### src/rtl/prpt_pkg.sv
// shared types and constants of the pwm rotary position tracker
// used by the top level and the shared divider, no dependencies
`default_nettype none

package prpt_pkg;

   // capture field width and result field widths
   localparam int CNT_W   = 16;
   localparam int SUM_W   = 16;
   localparam int POS_W   = 13;
   localparam int DELTA_W = 8;

   // request kinds carried in tuser
   localparam logic OP_CAPTURE = 1'b0;
   localparam logic OP_REPORT  = 1'b1;

   // divider status seen by the sequencer
   typedef struct packed {
      logic busy;
      logic done;
   } div_status_type;

endpackage : prpt_pkg

`default_nettype wire

### src/rtl/prpt_div.sv
// shared restoring divider, one quotient bit per cycle
// depends on prpt_pkg for the divisor width and status struct
`default_nettype none

module prpt_div #(
   parameter int DVD_W = 29
) (
   input  wire logic                            clock,
   input  wire logic                            reset,
   input  wire logic                            start,
   input  wire logic [prpt_pkg::CNT_W-1:0]      divisor,
   input  wire logic [prpt_pkg::CNT_W-1:0]      rem_init,
   input  wire logic [DVD_W-1:0]                dvd_init,
   input  wire logic [$clog2(DVD_W+1)-1:0]      steps,
   output logic      [DVD_W-1:0]                quotient,
   output logic      [prpt_pkg::CNT_W-1:0]      remainder,
   output prpt_pkg::div_status_type             status
);

   localparam int CW = $clog2(DVD_W + 1);
   localparam int RW = prpt_pkg::CNT_W;

   logic [RW-1:0]    rem_ff, rem_in;
   logic [DVD_W-1:0] dvd_ff, dvd_in;
   logic [RW-1:0]    div_ff, div_in;
   logic [CW-1:0]    cnt_ff, cnt_in;
   logic             busy_ff, busy_in;
   logic             done_ff, done_in;

   logic [RW:0]      shifted;
   logic [RW+1:0]    trial;
   logic             fits;

   // one trial subtract of the partial remainder
   always_comb begin
      shifted = {rem_ff, dvd_ff[DVD_W-1]};
      trial   = {1'b0, shifted} - {2'b00, div_ff};
      fits    = ~trial[RW+1];
   end

   always_comb begin
      rem_in  = rem_ff;
      dvd_in  = dvd_ff;
      div_in  = div_ff;
      cnt_in  = cnt_ff;
      busy_in = busy_ff;
      done_in = 1'b0;
      if (start) begin
         rem_in  = rem_init;
         dvd_in  = dvd_init;
         div_in  = divisor;
         cnt_in  = steps;
         busy_in = 1'b1;
      end else if (busy_ff) begin
         rem_in = fits ? trial[RW-1:0] : shifted[RW-1:0];
         dvd_in = {dvd_ff[DVD_W-2:0], fits};
         cnt_in = cnt_ff - CW'(1);
         if (cnt_ff == CW'(1)) begin
            busy_in = 1'b0;
            done_in = 1'b1;
         end
      end
   end

   always_ff @(posedge clock) begin
      if (reset) begin
         cnt_ff  <= '0;
         busy_ff <= 1'b0;
         done_ff <= 1'b0;
      end else begin
         cnt_ff  <= cnt_in;
         busy_ff <= busy_in;
         done_ff <= done_in;
      end
      rem_ff <= rem_in;
      dvd_ff <= dvd_in;
      div_ff <= div_in;
   end

   assign quotient    = dvd_ff;
   assign remainder   = rem_ff;
   assign status.busy = busy_ff;
   assign status.done = done_ff;

endmodule : prpt_div

`default_nettype wire

### src/rtl/pwm_rotary_position_tracker.sv
// top level of the pwm rotary position tracker: sequencer, accumulator, report logic
// depends on prpt_pkg and prpt_div
//
// Decodes an absolute rotary sensor whose angle is carried in a pwm duty cycle.
// A capture transfer (tuser 0) brings period and high time; the high time is
// first reduced modulo the period when it is larger, then position =
// high*LEVELS/period. The wrapped step from the previous position is added to
// a saturating signed 16-bit movement sum. A report transfer (tuser 1) returns
// the position (low 13 bits) and a delta clamped to -128..127; the sum is
// cleared unless its magnitude is 2 or less, in which case delta is 0. Zero
// periods are dropped; with enable low every transfer is taken and dropped.
// A capture runs the modulo, when the high time exceeds the period, and then
// the divide on one shared restoring divider that retires one bit per cycle;
// no new transfer is taken until the capture is finished. A waiting report
// does not hold up the next transfer once the downstream side takes it.
`default_nettype none

module pwm_rotary_position_tracker #(
   parameter int LEVELS = 4096
) (
   input  wire logic        clock,
   input  wire logic        reset,
   // configuration
   input  wire logic        csr_we,
   input  wire logic        csr_wdata,   // enable
   // capture and report requests
   input  wire logic        req_tvalid,
   output logic             req_tready,
   input  wire logic [31:0] req_tdata,   // [15:0] period_count, [31:16] high_count
   input  wire logic        req_tuser,   // opcode: 0 capture, 1 report
   // reports
   output logic             rsp_tvalid,
   input  wire logic        rsp_tready,
   output logic [23:0]      rsp_tdata    // [12:0] position, [20:13] delta, [23:21] zero
);

   localparam int CNT_W   = prpt_pkg::CNT_W;
   localparam int SUM_W   = prpt_pkg::SUM_W;
   localparam int POS_W   = prpt_pkg::POS_W;
   localparam int DELTA_W = prpt_pkg::DELTA_W;
   localparam int RSP_W   = ((POS_W + DELTA_W + 7) / 8) * 8;
   localparam int LW      = $clog2(LEVELS + 1);
   localparam int NW      = CNT_W + LW;
   localparam int CW      = $clog2(NW + 1);
   localparam int EXT_W   = (LW + 2 > SUM_W + 2) ? LW + 2 : SUM_W + 2;

   localparam logic [NW-1:0]           LEVELS_N = NW'(LEVELS);
   localparam logic [LW-1:0]           LEVELS_P = LW'(LEVELS);
   localparam logic signed [EXT_W-1:0] LEVELS_S = EXT_W'(LEVELS);
   localparam logic signed [EXT_W-1:0] HALF_S   = EXT_W'(LEVELS / 2);
   localparam logic signed [EXT_W-1:0] NEG_HALF = -HALF_S;
   localparam logic signed [EXT_W-1:0] SUM_MAX  = EXT_W'((1 << (SUM_W - 1)) - 1);
   localparam logic signed [EXT_W-1:0] SUM_MIN  = ~SUM_MAX;
   localparam logic signed [SUM_W-1:0] D_MAX    = SUM_W'(127);
   localparam logic signed [SUM_W-1:0] D_MIN    = ~D_MAX;
   localparam logic signed [SUM_W-1:0] DEAD     = SUM_W'(2);
   localparam logic signed [SUM_W-1:0] NEG_DEAD = -DEAD;

   typedef enum logic [2:0] {
      ST_IDLE,
      ST_MOD,
      ST_MUL,
      ST_DSTART,
      ST_DIV,
      ST_ACC
   } state_type;

   state_type                 state_ff, state_in;
   logic                      enable_ff, enable_in;
   logic [CNT_W-1:0]          period_ff, period_in;
   logic [CNT_W-1:0]          high_ff, high_in;
   logic [NW-1:0]             prod_ff, prod_in;
   logic [LW-1:0]             pos_ff, pos_in;
   logic [LW-1:0]             last_pos_ff, last_pos_in;
   logic signed [SUM_W-1:0]   sum_ff, sum_in;
   logic                      rsp_valid_ff, rsp_valid_in;
   logic [POS_W-1:0]          rsp_pos_ff, rsp_pos_in;
   logic [DELTA_W-1:0]        rsp_delta_ff, rsp_delta_in;

   // request fields
   logic [CNT_W-1:0]          req_period;
   logic [CNT_W-1:0]          req_high;
   logic                      accept;

   // divider hookup
   logic                      div_start;
   logic [CNT_W-1:0]          div_divisor;
   logic [CNT_W-1:0]          div_rem_init;
   logic [NW-1:0]             div_dvd_init;
   logic [CW-1:0]             div_steps;
   logic [NW-1:0]             div_quo;
   logic [CNT_W-1:0]          div_rem;
   prpt_pkg::div_status_type  div_status;

   // accumulate path
   logic signed [EXT_W-1:0]   step_raw;
   logic signed [EXT_W-1:0]   step_wrap;
   logic signed [EXT_W-1:0]   sum_ext;

   // report path, position squeezed or padded to the field width
   logic [POS_W+LW-1:0]       pos_wide;

   assign req_period = req_tdata[CNT_W-1:0];
   assign req_high   = req_tdata[2*CNT_W-1:CNT_W];
   assign req_tready = (state_ff == ST_IDLE) && (!rsp_valid_ff || rsp_tready);
   assign accept     = req_tvalid && req_tready;
   assign pos_wide   = {{POS_W{1'b0}}, last_pos_ff};

   // divider operands: modulo starts straight from the request, divide from the product
   always_comb begin
      div_start    = 1'b0;
      div_divisor  = req_period;
      div_rem_init = '0;
      div_dvd_init = {req_high, {LW{1'b0}}};
      div_steps    = CW'(CNT_W);
      if (state_ff == ST_IDLE) begin
         div_start = accept && enable_ff && (req_tuser == prpt_pkg::OP_CAPTURE)
                     && (req_period != '0) && (req_high > req_period);
      end else if (state_ff == ST_DSTART) begin
         // product < period * 2^LW, so its top bits already sit below the divisor
         div_start    = 1'b1;
         div_divisor  = period_ff;
         div_rem_init = prod_ff[NW-1:LW];
         div_dvd_init = {prod_ff[LW-1:0], {CNT_W{1'b0}}};
         div_steps    = CW'(LW);
      end
   end

   prpt_div #(
      .DVD_W (NW)
   ) u_div (
      .clock     (clock),
      .reset     (reset),
      .start     (div_start),
      .divisor   (div_divisor),
      .rem_init  (div_rem_init),
      .dvd_init  (div_dvd_init),
      .steps     (div_steps),
      .quotient  (div_quo),
      .remainder (div_rem),
      .status    (div_status)
   );

   // wrap the step into +-LEVELS/2 and add it to the widened running sum; ST_ACC saturates it
   always_comb begin
      step_raw = $signed({{(EXT_W-LW){1'b0}}, pos_ff})
               - $signed({{(EXT_W-LW){1'b0}}, last_pos_ff});
      if (step_raw > HALF_S) begin
         step_wrap = step_raw - LEVELS_S;
      end else if (step_raw < NEG_HALF) begin
         step_wrap = step_raw + LEVELS_S;
      end else begin
         step_wrap = step_raw;
      end
      sum_ext = $signed({{(EXT_W-SUM_W){sum_ff[SUM_W-1]}}, sum_ff}) + step_wrap;
   end

   always_comb begin
      state_in     = state_ff;
      enable_in    = csr_we ? csr_wdata : enable_ff;
      period_in    = period_ff;
      high_in      = high_ff;
      prod_in      = prod_ff;
      pos_in       = pos_ff;
      last_pos_in  = last_pos_ff;
      sum_in       = sum_ff;
      rsp_valid_in = rsp_valid_ff && !rsp_tready;
      rsp_pos_in   = rsp_pos_ff;
      rsp_delta_in = rsp_delta_ff;

      case (state_ff)
         ST_IDLE: begin
            if (accept && enable_ff) begin
               if (req_tuser == prpt_pkg::OP_REPORT) begin
                  rsp_valid_in = 1'b1;
                  rsp_pos_in   = pos_wide[POS_W-1:0];
                  if (sum_ff > D_MAX) begin
                     rsp_delta_in = D_MAX[DELTA_W-1:0];
                     sum_in       = '0;
                  end else if (sum_ff < D_MIN) begin
                     rsp_delta_in = D_MIN[DELTA_W-1:0];
                     sum_in       = '0;
                  end else if (sum_ff > DEAD || sum_ff < NEG_DEAD) begin
                     rsp_delta_in = sum_ff[DELTA_W-1:0];
                     sum_in       = '0;
                  end else begin
                     // small jitter stays in the sum
                     rsp_delta_in = '0;
                  end
               end else if (req_period != '0) begin
                  period_in = req_period;
                  high_in   = req_high;
                  state_in  = (req_high > req_period) ? ST_MOD : ST_MUL;
               end
            end
         end
         ST_MOD: begin
            if (div_status.done) begin
               high_in  = div_rem;
               state_in = ST_MUL;
            end
         end
         ST_MUL: begin
            prod_in  = NW'(high_ff) * LEVELS_N;
            state_in = ST_DSTART;
         end
         ST_DSTART: begin
            state_in = ST_DIV;
         end
         ST_DIV: begin
            if (div_status.done) begin
               pos_in   = div_quo[LW-1:0];
               state_in = ST_ACC;
            end
         end
         ST_ACC: begin
            last_pos_in = pos_ff;
            if (sum_ext > SUM_MAX) begin
               sum_in = SUM_MAX[SUM_W-1:0];
            end else if (sum_ext < SUM_MIN) begin
               sum_in = SUM_MIN[SUM_W-1:0];
            end else begin
               sum_in = sum_ext[SUM_W-1:0];
            end
            state_in = ST_IDLE;
         end
         default: begin
            state_in = ST_IDLE;
         end
      endcase
   end

   always_ff @(posedge clock) begin
      if (reset) begin
         state_ff     <= ST_IDLE;
         enable_ff    <= 1'b0;
         last_pos_ff  <= '0;
         sum_ff       <= '0;
         rsp_valid_ff <= 1'b0;
      end else begin
         state_ff     <= state_in;
         enable_ff    <= enable_in;
         last_pos_ff  <= last_pos_in;
         sum_ff       <= sum_in;
         rsp_valid_ff <= rsp_valid_in;
      end
      period_ff    <= period_in;
      high_ff      <= high_in;
      prod_ff      <= prod_in;
      pos_ff       <= pos_in;
      rsp_pos_ff   <= rsp_pos_in;
      rsp_delta_ff <= rsp_delta_in;
   end

   assign rsp_tvalid = rsp_valid_ff;
   assign rsp_tdata  = {{(RSP_W-POS_W-DELTA_W){1'b0}}, rsp_delta_ff, rsp_pos_ff};

   // the divider never runs while new transfers are taken
   a_ready_div_idle: assert property (@(posedge clock) disable iff (reset)
      req_tready |-> !div_status.busy)
      else $error("request taken while divider busy");

   // a divide result only lands in a state that waits for it
   a_done_expected: assert property (@(posedge clock) disable iff (reset)
      div_status.done |-> (state_ff == ST_MOD || state_ff == ST_DIV))
      else $error("divider finished outside a waiting state");

   // the tracked position never passes full scale
   a_pos_range: assert property (@(posedge clock) disable iff (reset)
      last_pos_ff <= LEVELS_P)
      else $error("position beyond full scale");

   // a report only appears after an accepted report request
   a_rsp_cause: assert property (@(posedge clock) disable iff (reset)
      $rose(rsp_tvalid) |-> $past(accept && enable_ff && req_tuser == prpt_pkg::OP_REPORT))
      else $error("report without a report request");

endmodule : pwm_rotary_position_tracker

`default_nettype wire

### config.mk
export PLATFORM = sky130hd
export DESIGN_NAME = pwm_rotary_position_tracker
export DESIGN_NICKNAME = d
export VERILOG_FILES = /design/src/rtl/prpt_pkg.sv /design/src/rtl/prpt_div.sv /design/src/rtl/pwm_rotary_position_tracker.sv
export SDC_FILE = /design/constraint.sdc
export NUM_CORES = 1
export LEC_CHECK = 0
export BUFFER_PORTS_ARGS = -buffer_cell sky130_fd_sc_hd__buf_2
export CAP_MARGIN = 20
export CORE_AREA = 2 2 153 117
export DETAILED_ROUTE_END_ITERATION = 8
export DIE_AREA = 0 0 155 119
export PLACE_DENSITY = 0.81
export SYNTH_ARGS = -nofsm -noshare
export SYNTH_HDL_FRONTEND = slang
export SYNTH_SLANG_ARGS = --single-unit
### constraint.sdc
create_clock -name clock -period 7.1 [get_ports clock]
set_input_delay 0.71 -clock clock [delete_from_list [all_inputs] [get_ports clock]]
set_output_delay 0.71 -clock clock [all_outputs]
set_load 0.01 [all_outputs]
==> reports/qor.csv, run 1 <==
metric;value;unit
Final Cycle Share;74.5;%
hold slack;0.420;ns
area delta synth->final;11.3;%
final WL;22.6;mm
I/O pins;65;
combinational power share;5.2;%
chip width;155;µm
Port Buffer Count;61;
Filler Cells Inserted;1268;
GRT Util Overall;25.4;%
row count;42;
Ant. Diodes;0;
WL/cell;18.7;µm
crit path max-delay cell type;fa_1;
critical path's largest stage delay;0.42;ns
area share of the largest cell type after synthesis;43.0;%
Worst Setup End Kind;flip-flop;
main flop type after synthesis;edfxtp_1;
syn_area_per_cell;10.9;µm²
first-pass GRT wire length;36.2;mm
die area;0.0184;mm²
max-slew violations;0;
largest net degree at the start of global routing;53;
initial antenna violation count;0;
synthesized cell area;0.00999;mm²
Worst-Margin Slew;1.02;ns
drt via density;5.93;
CP bufs+invs;2;
Remaining DRCs;0;
Initial Util;58.1;%
area occupied by multi-input gates;0.00447;mm²
clk_lat worst skew;0.44;ns
share of cells above drive strength 1;16.1;%
most frequent CP cell;ha_1;
Async SR Flop Fraction;0;%
Syn Inst Count;915;
max cap viols;0;
part of the Yosys area used for sequential elements;51.2;%
CTS tree;done;
Seq pwr share;51.6;%
RSZ-0062 raised after global routing;no;
Design Power;0.00229;W
vias in the first global route;6837;
required time worst endpoint;7.46;ns
post-detail-place hpwl;16.1;mm
min cycle time layout;5.29;ns
Iter 0 DRT Violations;679;
CTS Buffer Depth;2;
final setup fails;0;
crit path DAT;5.65;ns
H-tree depth;4;
Power Dens Cells;206;mW/mm²
setup tns final;0;ns
CP startpoint kind;flip-flop;
Setup Fix Bufs, Post-CTS;0;
Highest Clock Rate;189;MHz
global route total overflow;0;
Core Region;0.0172;mm²
number of flops mapped to enable cells by yosys;143;
placed cell count;1172;
count of state elements after synthesis;184;
Die Span Y;119;µm
critical path peak fanout;6;
Lkg Pwr;4.31;nW
register area;0.00511;mm²
switching pwr;0.000507;W
relative slew slack;31.7;%
via count;7145;
Worst path top cell family by delay;compound AO/OA/AOI/OAI gates;
CTS Sinks;184;
fin nets;1079;
antenna viol nets, final;0;
post-layout util;64.7;%
Final Hold Vio Count;0;
Cell Chain, Critical Path;inv_1, ha_1, fa_1, nor2b_1, o2111ai_1, a311oi_1, o211ai_1, and3b_1, nor2_1, inv_1, ha_1, nand3_1, o31a_1, nand2_1, a22o_1, ha_1, a21oi_1, nor2b_1, nor2_1, o31ai_1, a32oi_4, nand3_4, a31oi_2;
clock skew;0.0121;ns
yosys warns;0;
Cell variety after synth;90;
DR pass1 iterations;5;
CTS Hold Bufs;0;
total CTS buffers;17;
status;complete, no violations;
area leader, netlist;edfxtp_1;
top cells by area, synth;edfxtp_1 (43%), dfxtp_1 (8.2%), ha_1 (8.1%), nand2_1 (4.7%), inv_1 (2.7%);
Placer Congestion;0.895;
Clk pin slew, worst setup/hold paths;0.07;ns
post_cts resized;0;
commonest cells after routing, fill and taps aside;edfxtp_1 (143), nand2_1 (124), inv_1 (72), ha_1 (65), buf_2 (61);
Peak supply drop;0.175;mV
most common cell after layout, fill and taps aside;edfxtp_1;
Clock Power Share;43.2;%
Int Pwr;0.00178;W
critical path class;reg2reg;
root buf cell;clkbuf_16;
final non-filler cell total;1205;
switch share;22.1;%
HP Class;reg2reg;
## synth_stat cells (all sizes together) (7+ instances only)
| master | n |
|---|---|
| a21oi | 49 |
| a21o | 17 |
| o21ai | 62 |
| a211oi | 9 |
| mux2 | 17 |
| dfxtp | 41 |
| mux2i | 14 |
| clkbuf | 17 |
| o21a | 8 |
| o211ai | 7 |
| nand2 | 124 |
| nor3 | 14 |
| nand3 | 13 |
| inv | 73 |
| nor4 | 11 |
| nor2 | 39 |
| a22oi | 9 |
| nand4 | 11 |
| o31ai | 8 |
| ha | 65 |
| xnor2 | 22 |
| and2 | 17 |
| edfxtp | 143 |
| xor2 | 12 |
| nor2b | 13 |
| buf | 15 |
## path summary, 6_finish.rpt
| check | startpoint | end | slack [ns] | depth (start not counted) |
|---|---|---|---|---|
| worst max-delay path | pos_ff[0] | sum_ff[14] | 1.81 | 23 |
| worst min-delay path | high_ff[5] | prod_ff[17] | 0.42 | 0 |
| worst max register to register | pos_ff[0] | sum_ff[14] | 1.81 | 23 |
| worst min register to register | high_ff[5] | prod_ff[17] | 0.42 | 0 |
## layer usage
layer | vias up | part of all wire, % | wire, µm | track usage, %
li1 | 3449 | - | - | -
met1 | 3429 | 48 | 10900 | 38.7
met2 | 242 | 43 | 9700 | 36.3
met3 | 25 | 7.2 | 1630 | 5.93
met4 | 0 | 1.4 | 324 | 7.29
met5 | - | 0 | 0 | 0
## power by group through the flow
stage	Combinational, W	Clock [W]	Sequential [W]
after floorplan	0.0000741	0	0.00120
after global placement	0.000113	0	0.00120
after detailed placement	0.000116	0	0.00120
after CTS	0.000118	0.000998	0.00118
after global routing	0.000132	0.00104	0.00118
final	0.000120	0.000989	0.00118
## metrics by stage
| stage | setup slack [ns] | area, µm² |
|---|---|---|
| 3_3_place_gp | 2.19 | 10500 |
| 4_1_cts | 1.88 | 11100 |
| 2_1_floorplan | 2.53 | 10000 |
| 6_report | 1.81 | 11100 |
| 3_5_place_dp | 1.92 | 10500 |
| 5_1_grt | 1.29 | 11100 |
## registers in the layout, summed over array words and instances (netlist names)
signal           count
u_div.quotient      29
high_ff             16
period_ff           16
prod_ff             16
sum_ff              16
u_div.div_ff        16
u_div.remainder     16
last_pos_ff         13
pos_ff              13
rsp_pos_ff          13
rsp_delta_ff         8
u_div.cnt_ff         5
state_ff             3
enable_ff            1
rsp_tvalid           1
u_div.busy_ff        1
u_div.done_ff        1
## area by class of cell
class / instances / area share, %
Tap cell: 220 / 2.48
Clock inverter: 15 / 1.68
Timing Repair Buffer: 68 / 3.33
Inverter: 73 / 2.46
Sequential cell: 184 / 46.0
Multi-Input combinational cell: 628 / 40.2
Clock buffer: 17 / 3.83
## cells by family (layout without fill, tap and decap cells)
kind of cell / Yosys count / count (layout) / synth area share (%)
multiplexers: 31 / 31 / 3.36
AND/OR/NAND/NOR: 273 / 273 / 13.7
buffers and inverters: 105 / 173 / 4.26
adder cells (fa/ha/maj): 69 / 69 / 8.84
flip-flops: 184 / 184 / 51.2
XOR/XNOR: 34 / 34 / 2.98
AO/OA/AOI/OAI: 218 / 218 / 15.7
other: 1 / 3 / 0.0375
Power figures use the tool's default switching activity.
==> run 2, diff against run 1 <==
==> constraint.sdc (replaced) <==
create_clock -name clock -period 5.4 [get_ports clock]
set_input_delay 0.54 -clock clock [delete_from_list [all_inputs] [get_ports clock]]
set_output_delay 0.54 -clock clock [all_outputs]
set_load 0.01 [all_outputs]
==> reports/qor.csv, run 2 (synthesis gave the netlist of run 1 again) <==
metric;value;unit;change
HP Class;in2reg;;
crit path DAT;5.25;ns;-0.40 ns
CTS tree;done;;
Peak supply drop;0.197;mV;+13%
register area;0.00511;mm²;unchanged
fin nets;1082;;+0.28%
Iter 0 DRT Violations;657;;-3.2%
GRT Util Overall;26.2;%;+0.75 points
Lkg Pwr;4.37;nW;+1.3%
Worst R2R Setup Slack;0.45;ns;-1.36 ns
CTS Buffer Depth;2;;unchanged
via count;7170;;+0.35%
row count;42;;unchanged
R2R depth;22;;-4.3%
status;complete, no violations;;
Highest Clock Rate;202;MHz;+6.8%
RSZ-0062 raised after global routing;no;;
min cycle time layout;4.95;ns;-0.336 ns
CP startpoint kind;flip-flop;;
area occupied by multi-input gates;0.00450;mm²;+0.53%
H-tree depth;4;;unchanged
area delta synth->final;12.0;%;
r2r startpoint;pos_ff[0];;
Placer Congestion;0.895;;about the same
Die Span Y;119;µm;unchanged
final WL;23.0;mm;+1.9%
Remaining DRCs;0;;unchanged
WL/cell;19.0;µm;+1.7%
total CTS buffers;17;;unchanged
setup tns final;0;ns;unchanged
Filler Cells Inserted;1287;;+1.5%
Setup Fix Bufs, Post-CTS;0;;unchanged
clock skew;0.00973;ns;-0.00242 ns
Worst Setup SP;pos_ff[0];;
first-pass GRT wire length;37.5;mm;+3.7%
Ant. Diodes;0;;unchanged
global route total overflow;0;;unchanged
post-layout util;65.1;%;+0.42 points
post-detail-place hpwl;16.1;mm;about the same
Core Region;0.0172;mm²;unchanged
hold path depth;1;;+1
Port Buffer Count;61;;unchanged
largest net degree at the start of global routing;53;;unchanged
Worst-Margin Slew;0.971;ns;-0.0519 ns
hold path start;req_tdata[6];;
CTS Sinks;184;;unchanged
Worst Setup End Kind;flip-flop;;
DR pass1 iterations;5;;unchanged
initial antenna violation count;0;;unchanged
antenna viol nets, final;0;;unchanged
final setup fails;0;;unchanged
Final Hold Vio Count;0;;unchanged
max-slew violations;0;;unchanged
root buf cell;clkbuf_16;;
share of cells above drive strength 1;16.7;%;+0.56 points
critical path class;reg2reg;;
Largest register FFs;29;;unchanged
Clk pin slew, worst setup/hold paths;0.07;ns;about the same
sink of the worst hold path;period_ff[6];;
most common cell after layout, fill and taps aside;edfxtp_1;;
relative slew slack;35.0;%;+3.3 points
max cap viols;0;;unchanged
die area;0.0184;mm²;unchanged
Power Dens Cells;275;mW/mm²;+33%
clk_lat worst skew;0.44;ns;about the same
Final Cycle Share;91.7;%;+17 points
Initial Util;58.1;%;unchanged
drt via density;5.94;;+0.10%
Design Power;0.00307;W;+34%
commonest cells after routing, fill and taps aside;edfxtp_1 (143), nand2_1 (124), inv_1 (72), ha_1 (65), buf_2 (61);;
required time worst endpoint;5.69;ns;-1.77 ns
I/O pins;65;;unchanged
vias in the first global route;7064;;+3.3%
Reg-to-Reg End;sum_ff[2];;
critical path peak fanout;6;;unchanged
chip width;155;µm;unchanged
-- run 2: critical path, stage by stage, from the launching register on --
cell,delay (ns)
edfxtp_1,0.36
inv_1,0.06
ha_1,0.22
fa_1,0.40
nor2b_1,0.18
o2111ai_1,0.21
a311oi_2,0.28
o211ai_1,0.16
and3b_1,0.21
nor2_2,0.22
inv_1,0.08
ha_1,0.18
nand3_1,0.08
o21ai_0,0.09
o31a_1,0.15
nand2_1,0.09
o221ai_1,0.20
ha_1,0.40
nand3_1,0.17
o41ai_4,0.45
nand4_1,0.26
a32oi_1,0.27
a21oi_1,0.09
-- run 2: where the power goes --
group	total [W]	switching, W	internal [W]
Sequential	0.00155	0.00000985	0.00154
Combinational	0.000159	0.0000954	0.0000633
Clock	0.00136	0.000573	0.000790
Total	0.00307	0.000679	0.00240
-- run 2: worst max-delay path by stage --
stage	slack [ns]	cells after the start	end
2_1_floorplan	0.83	21	sum_ff[14]
3_3_place_gp	0.60	22	sum_ff[2]
3_5_place_dp	0.37	23	sum_ff[14]
4_1_cts	0.35	23	sum_ff[14]
5_1_grt	0.05	22	sum_ff[2]
6_report	0.45	22	sum_ff[2]
-- run 2: area by class of cell --
class                   instances  share of cell area, %
multi-input cells             628                   40.2
clock buffers                  18                   3.83
well taps                     220                   2.46
repair buffers                 71                   3.51
flip-flops and latches        184                   45.7
clock inverters                14                   1.87
inverters                      73                   2.45
-- run 2: stage by stage --
| stage | hold slack (ns) | setup WS (ns) | area, µm² | instances |
|---|---|---|---|---|
| final | 0.302 | 0.447 | 11200 | 1208 |
| after floorplan | 0.400 | 0.827 | 10000 | 917 |
| after global routing | 0.298 | 0.0539 | 11200 | 1208 |
| after global placement | 0.401 | 0.597 | 10500 | 1175 |
| after detailed placement | 0.405 | 0.373 | 10500 | 1175 |
| after CTS | 0.299 | 0.353 | 11100 | 1207 |
-- run 2: repair_timing --
action                     in CTS  in global routing
gates resized for setup         0                  5
setup endpoints to repair       0                 15
hold buffers                    0                  0
-- run 2: per-layer routing --
| metal | share of wire (%) | vias to the layer above | GRT usage (%) |
|---|---|---|---|
| met3 | 7.3 | 54 | 6.04 |
| met5 | 0 | - | 0 |
| met1 | 46 | 3429 | 38.7 |
| met2 | 43 | 253 | 37.3 |
| met4 | 2.9 | 0 | 10.4 |
| li1 | - | 3434 | - |
==> run 3, diff against run 2 <==
--- a/config.mk
+++ b/config.mk
@@ -5,11 +5,12 @@
 export SDC_FILE = /design/constraint.sdc
 export NUM_CORES = 1
 export LEC_CHECK = 0
+export ABC_AREA = 1
 export BUFFER_PORTS_ARGS = -buffer_cell sky130_fd_sc_hd__buf_2
 export CAP_MARGIN = 20
-export CORE_AREA = 2 2 153 117
+export CORE_AREA = 2 2 152 117
 export DETAILED_ROUTE_END_ITERATION = 8
-export DIE_AREA = 0 0 155 119
+export DIE_AREA = 0 0 154 119
 export PLACE_DENSITY = 0.81
 export SYNTH_ARGS = -nofsm -noshare
 export SYNTH_HDL_FRONTEND = slang
==> reports/qor.csv, run 3 <==
metric;value;unit;change
required time worst endpoint;5.76;ns;+0.07 ns
Worst Setup End Kind;flip-flop;;
drt via density;5.79;;-2.5%
commonest cells after routing, fill and taps aside;nand2_1 (244), edfxtp_1 (143), inv_1 (138), a21oi_1 (89), o21ai_0 (66);;
post-detail-place hpwl;16.5;mm;+2.6%
final setup fails;0;;unchanged
Port Buffer Count;61;;unchanged
largest net degree at the start of global routing;49;;-7.5%
most frequent CP cell;nand2_1;;
critical path's largest stage delay;0.44;ns;about the same
Lkg Pwr;4.62;nW;+5.9%
CTS Buffer Depth;2;;unchanged
r2r startpoint;pos_ff[0];;
Final Cycle Share;86.8;%;-5.0 points
Worst-Margin Slew;0.765;ns;-0.206 ns
Cell variety after synth;54;;-40%
synth cell count leaders;nand2_1 (244), edfxtp_1 (143), inv_1 (139);;
CTS Sinks;184;;unchanged
H-tree depth;4;;unchanged
Placer Congestion;0.891;;-0.44%
Setup Fix Bufs, Post-CTS;0;;unchanged
post-synthesis mux area share;0;%;-3.4 points
initial antenna violation count;0;;unchanged
final WL;22.8;mm;-0.91%
Final Hold Vio Count;0;;unchanged
I/O pins;65;;unchanged
Async SR Flop Fraction;0;%;unchanged
root buf cell;clkbuf_16;;
CTS tree;done;;
max cap viols;0;;unchanged
CTS Hold Bufs;0;;unchanged
critical path peak fanout;12;;+6
total CTS buffers;17;;unchanged
part of the Yosys area used for sequential elements;51.6;%;+0.45 points
top cells by area, synth;edfxtp_1 (43%), nand2_1 (9.2%), dfxtp_1 (8.3%), ha_1 (8.2%), inv_1 (5.3%);;
relative slew slack;48.9;%;+14 points
fin nets;1230;;+14%
Syn Inst Count;1058;;+16%
clock skew;0.0117;ns;+0.00192 ns
area leader, netlist;edfxtp_1;;
first-pass GRT wire length;36.9;mm;-1.6%
Synth Area in XOR/XNOR;3.45;%;+0.47 points
vias in the first global route;7392;;+4.6%
crit path DAT;5.05;ns;-0.20 ns
max-slew violations;0;;unchanged
HP Class;in2reg;;
Peak supply drop;0.232;mV;+18%
synthesized cell area;0.00990;mm²;-0.86%
global route total overflow;0;;unchanged
post_cts resized;0;;unchanged
Clk pin slew, worst setup/hold paths;0.07;ns;about the same
main flop type after synthesis;edfxtp_1;;
row count;42;;unchanged
most frequent cell after synthesis;nand2_1;;
share of cells above drive strength 1;11.6;%;-5.1 points
largest family of logic cells by synthesized area;simple AND/OR/NAND/NOR gates;;
Ant. Diodes;0;;unchanged
min cycle time layout;4.68;ns;-0.268 ns
syn_area_per_cell;9.36;µm²;-14%
DR pass1 iterations;6;;+1
Remaining DRCs;0;;unchanged
hold path start;csr_we;;
via count;7841;;+9.4%
area share of the largest cell type after synthesis;43.4;%;+0.37 points
Largest register FFs;29;;unchanged
placed standard-cell area;0.0104;mm²;-0.86%
area delta synth->final;11.0;%;
die area;0.0183;mm²;-0.65%
yosys warns;0;;unchanged
status;complete, no violations;;
critical path class;reg2reg;;
antenna viol nets, final;0;;unchanged
CP startpoint kind;flip-flop;;
number of flops mapped to enable cells by yosys;143;;unchanged
GRT Util Overall;25.5;%;-0.68 points
most common cell after layout, fill and taps aside;nand2_1;;
Post-Synth Adder-Cell Area;8.82;%;-0.024 points
Synth Area in Compound Gates;12.1;%;-3.5 points
RSZ-0062 raised after global routing;no;;
Power Dens Cells;287;mW/mm²;+4.4%
Iter 0 DRT Violations;934;;+42%
Highest Clock Rate;213;MHz;+5.7%
WL/cell;16.8;µm;-12%
clk_lat worst skew;0.44;ns;about the same
post-synthesis simple-gate area fraction;16.8;%;+3.1 points
Final Cell Area;0.0110;mm²;-1.8%
count of state elements after synthesis;184;;unchanged
setup tns final;0;ns;unchanged
Die Span Y;119;µm;unchanged
Worst Setup SP;pos_ff[0];;
Initial Util;58.0;%;-0.15 points
chip width;154;µm;-0.65%
crit path max-delay cell type;fa_1;;
Core Region;0.0171;mm²;-0.61%
[run 3: cell count changes in the layout (fill, tap and decap cells not counted), sizes merged, moves of 10 or more]
cell	change
nor2b	-13
a32o	+14
mux2	-17
nand2	+124
a21o	-16
o21ai	+16
nor2	+10
and2	-16
mux2i	-14
inv	+72
nand3	+32
a21oi	+41
[run 3: cell type report]
class | instances | area (µm²)
Clock inverter | 14 | 134
Fill cell | 1288 | 6080
Sequential cell | 184 | 5110
Timing Repair Buffer | 74 | 408
Clock buffer | 17 | 425
Inverter | 145 | 544
Multi-Input combinational cell | 701 | 4090
Tap cell | 220 | 275
[run 3: critical path, delay by kind of cell, from the launching register on]
family	cells	cell delay [ns]
AO/OA/AOI/OAI	6	0.96
XOR/XNOR	3	0.53
adder cells (fa/ha/maj)	4	1.15
buffers and inverters	5	0.35
flip-flops	1	0.32
AND/OR/NAND/NOR	12	1.27
[run 3: cell families (layout without fill, tap and decap cells)]
logic type      after synthesis  count (layout)
compound gates              208             208
flops                       184             184
other cells                   1               3
simple gates                383             383
fa+ha+maj                    68              68
xor+xnor                     39              39
buf+inv                     175             250
[run 3: where the power goes]
part | switching (W) | total (W) | leakage [nW] | internal [W]
combinational | 0.000219 | 0.000326 | 2.72 | 0.000107
clock | 0.000588 | 0.00119 | 0.265 | 0.000607
sequential | 0.0000278 | 0.00163 | 1.64 | 0.00161
[run 3: final timing paths]
path / depth (start not counted) / to / slack [ns]
max: 30 / sum_ff[12] / 0.72
min: 2 / enable_ff / 0.29
max reg2reg: 30 / sum_ff[12] / 0.72
min reg2reg: 0 / prod_ff[26] / 0.42
[run 3: per-stage QoR]
stage / hold WS (ns) / power [W] / setup slack (ns) / std cells / util [%]
6_report: 0.287 / 0.00315 / 0.715 / 1355 / 64.4
2_1_floorplan: 0.400 / 0.00187 / 1.24 / 1060 / -
3_3_place_gp: 0.401 / 0.00196 / 1.07 / 1321 / 60.9
3_5_place_dp: 0.406 / 0.00198 / 0.723 / 1322 / 61.0
5_1_grt: 0.295 / 0.00326 / 0.228 / 1355 / 64.4
4_1_cts: 0.293 / 0.00315 / 0.695 / 1353 / 64.3
[run 3: metal layers]
layer | track usage, % | vias up | share of wire [%]
met5 | 0 | - | 0
met4 | 7.30 | 0 | 1.5
met3 | 5.20 | 34 | 9.3
met2 | 38.9 | 383 | 44
met1 | 37.1 | 3684 | 45
li1 | - | 3740 | -
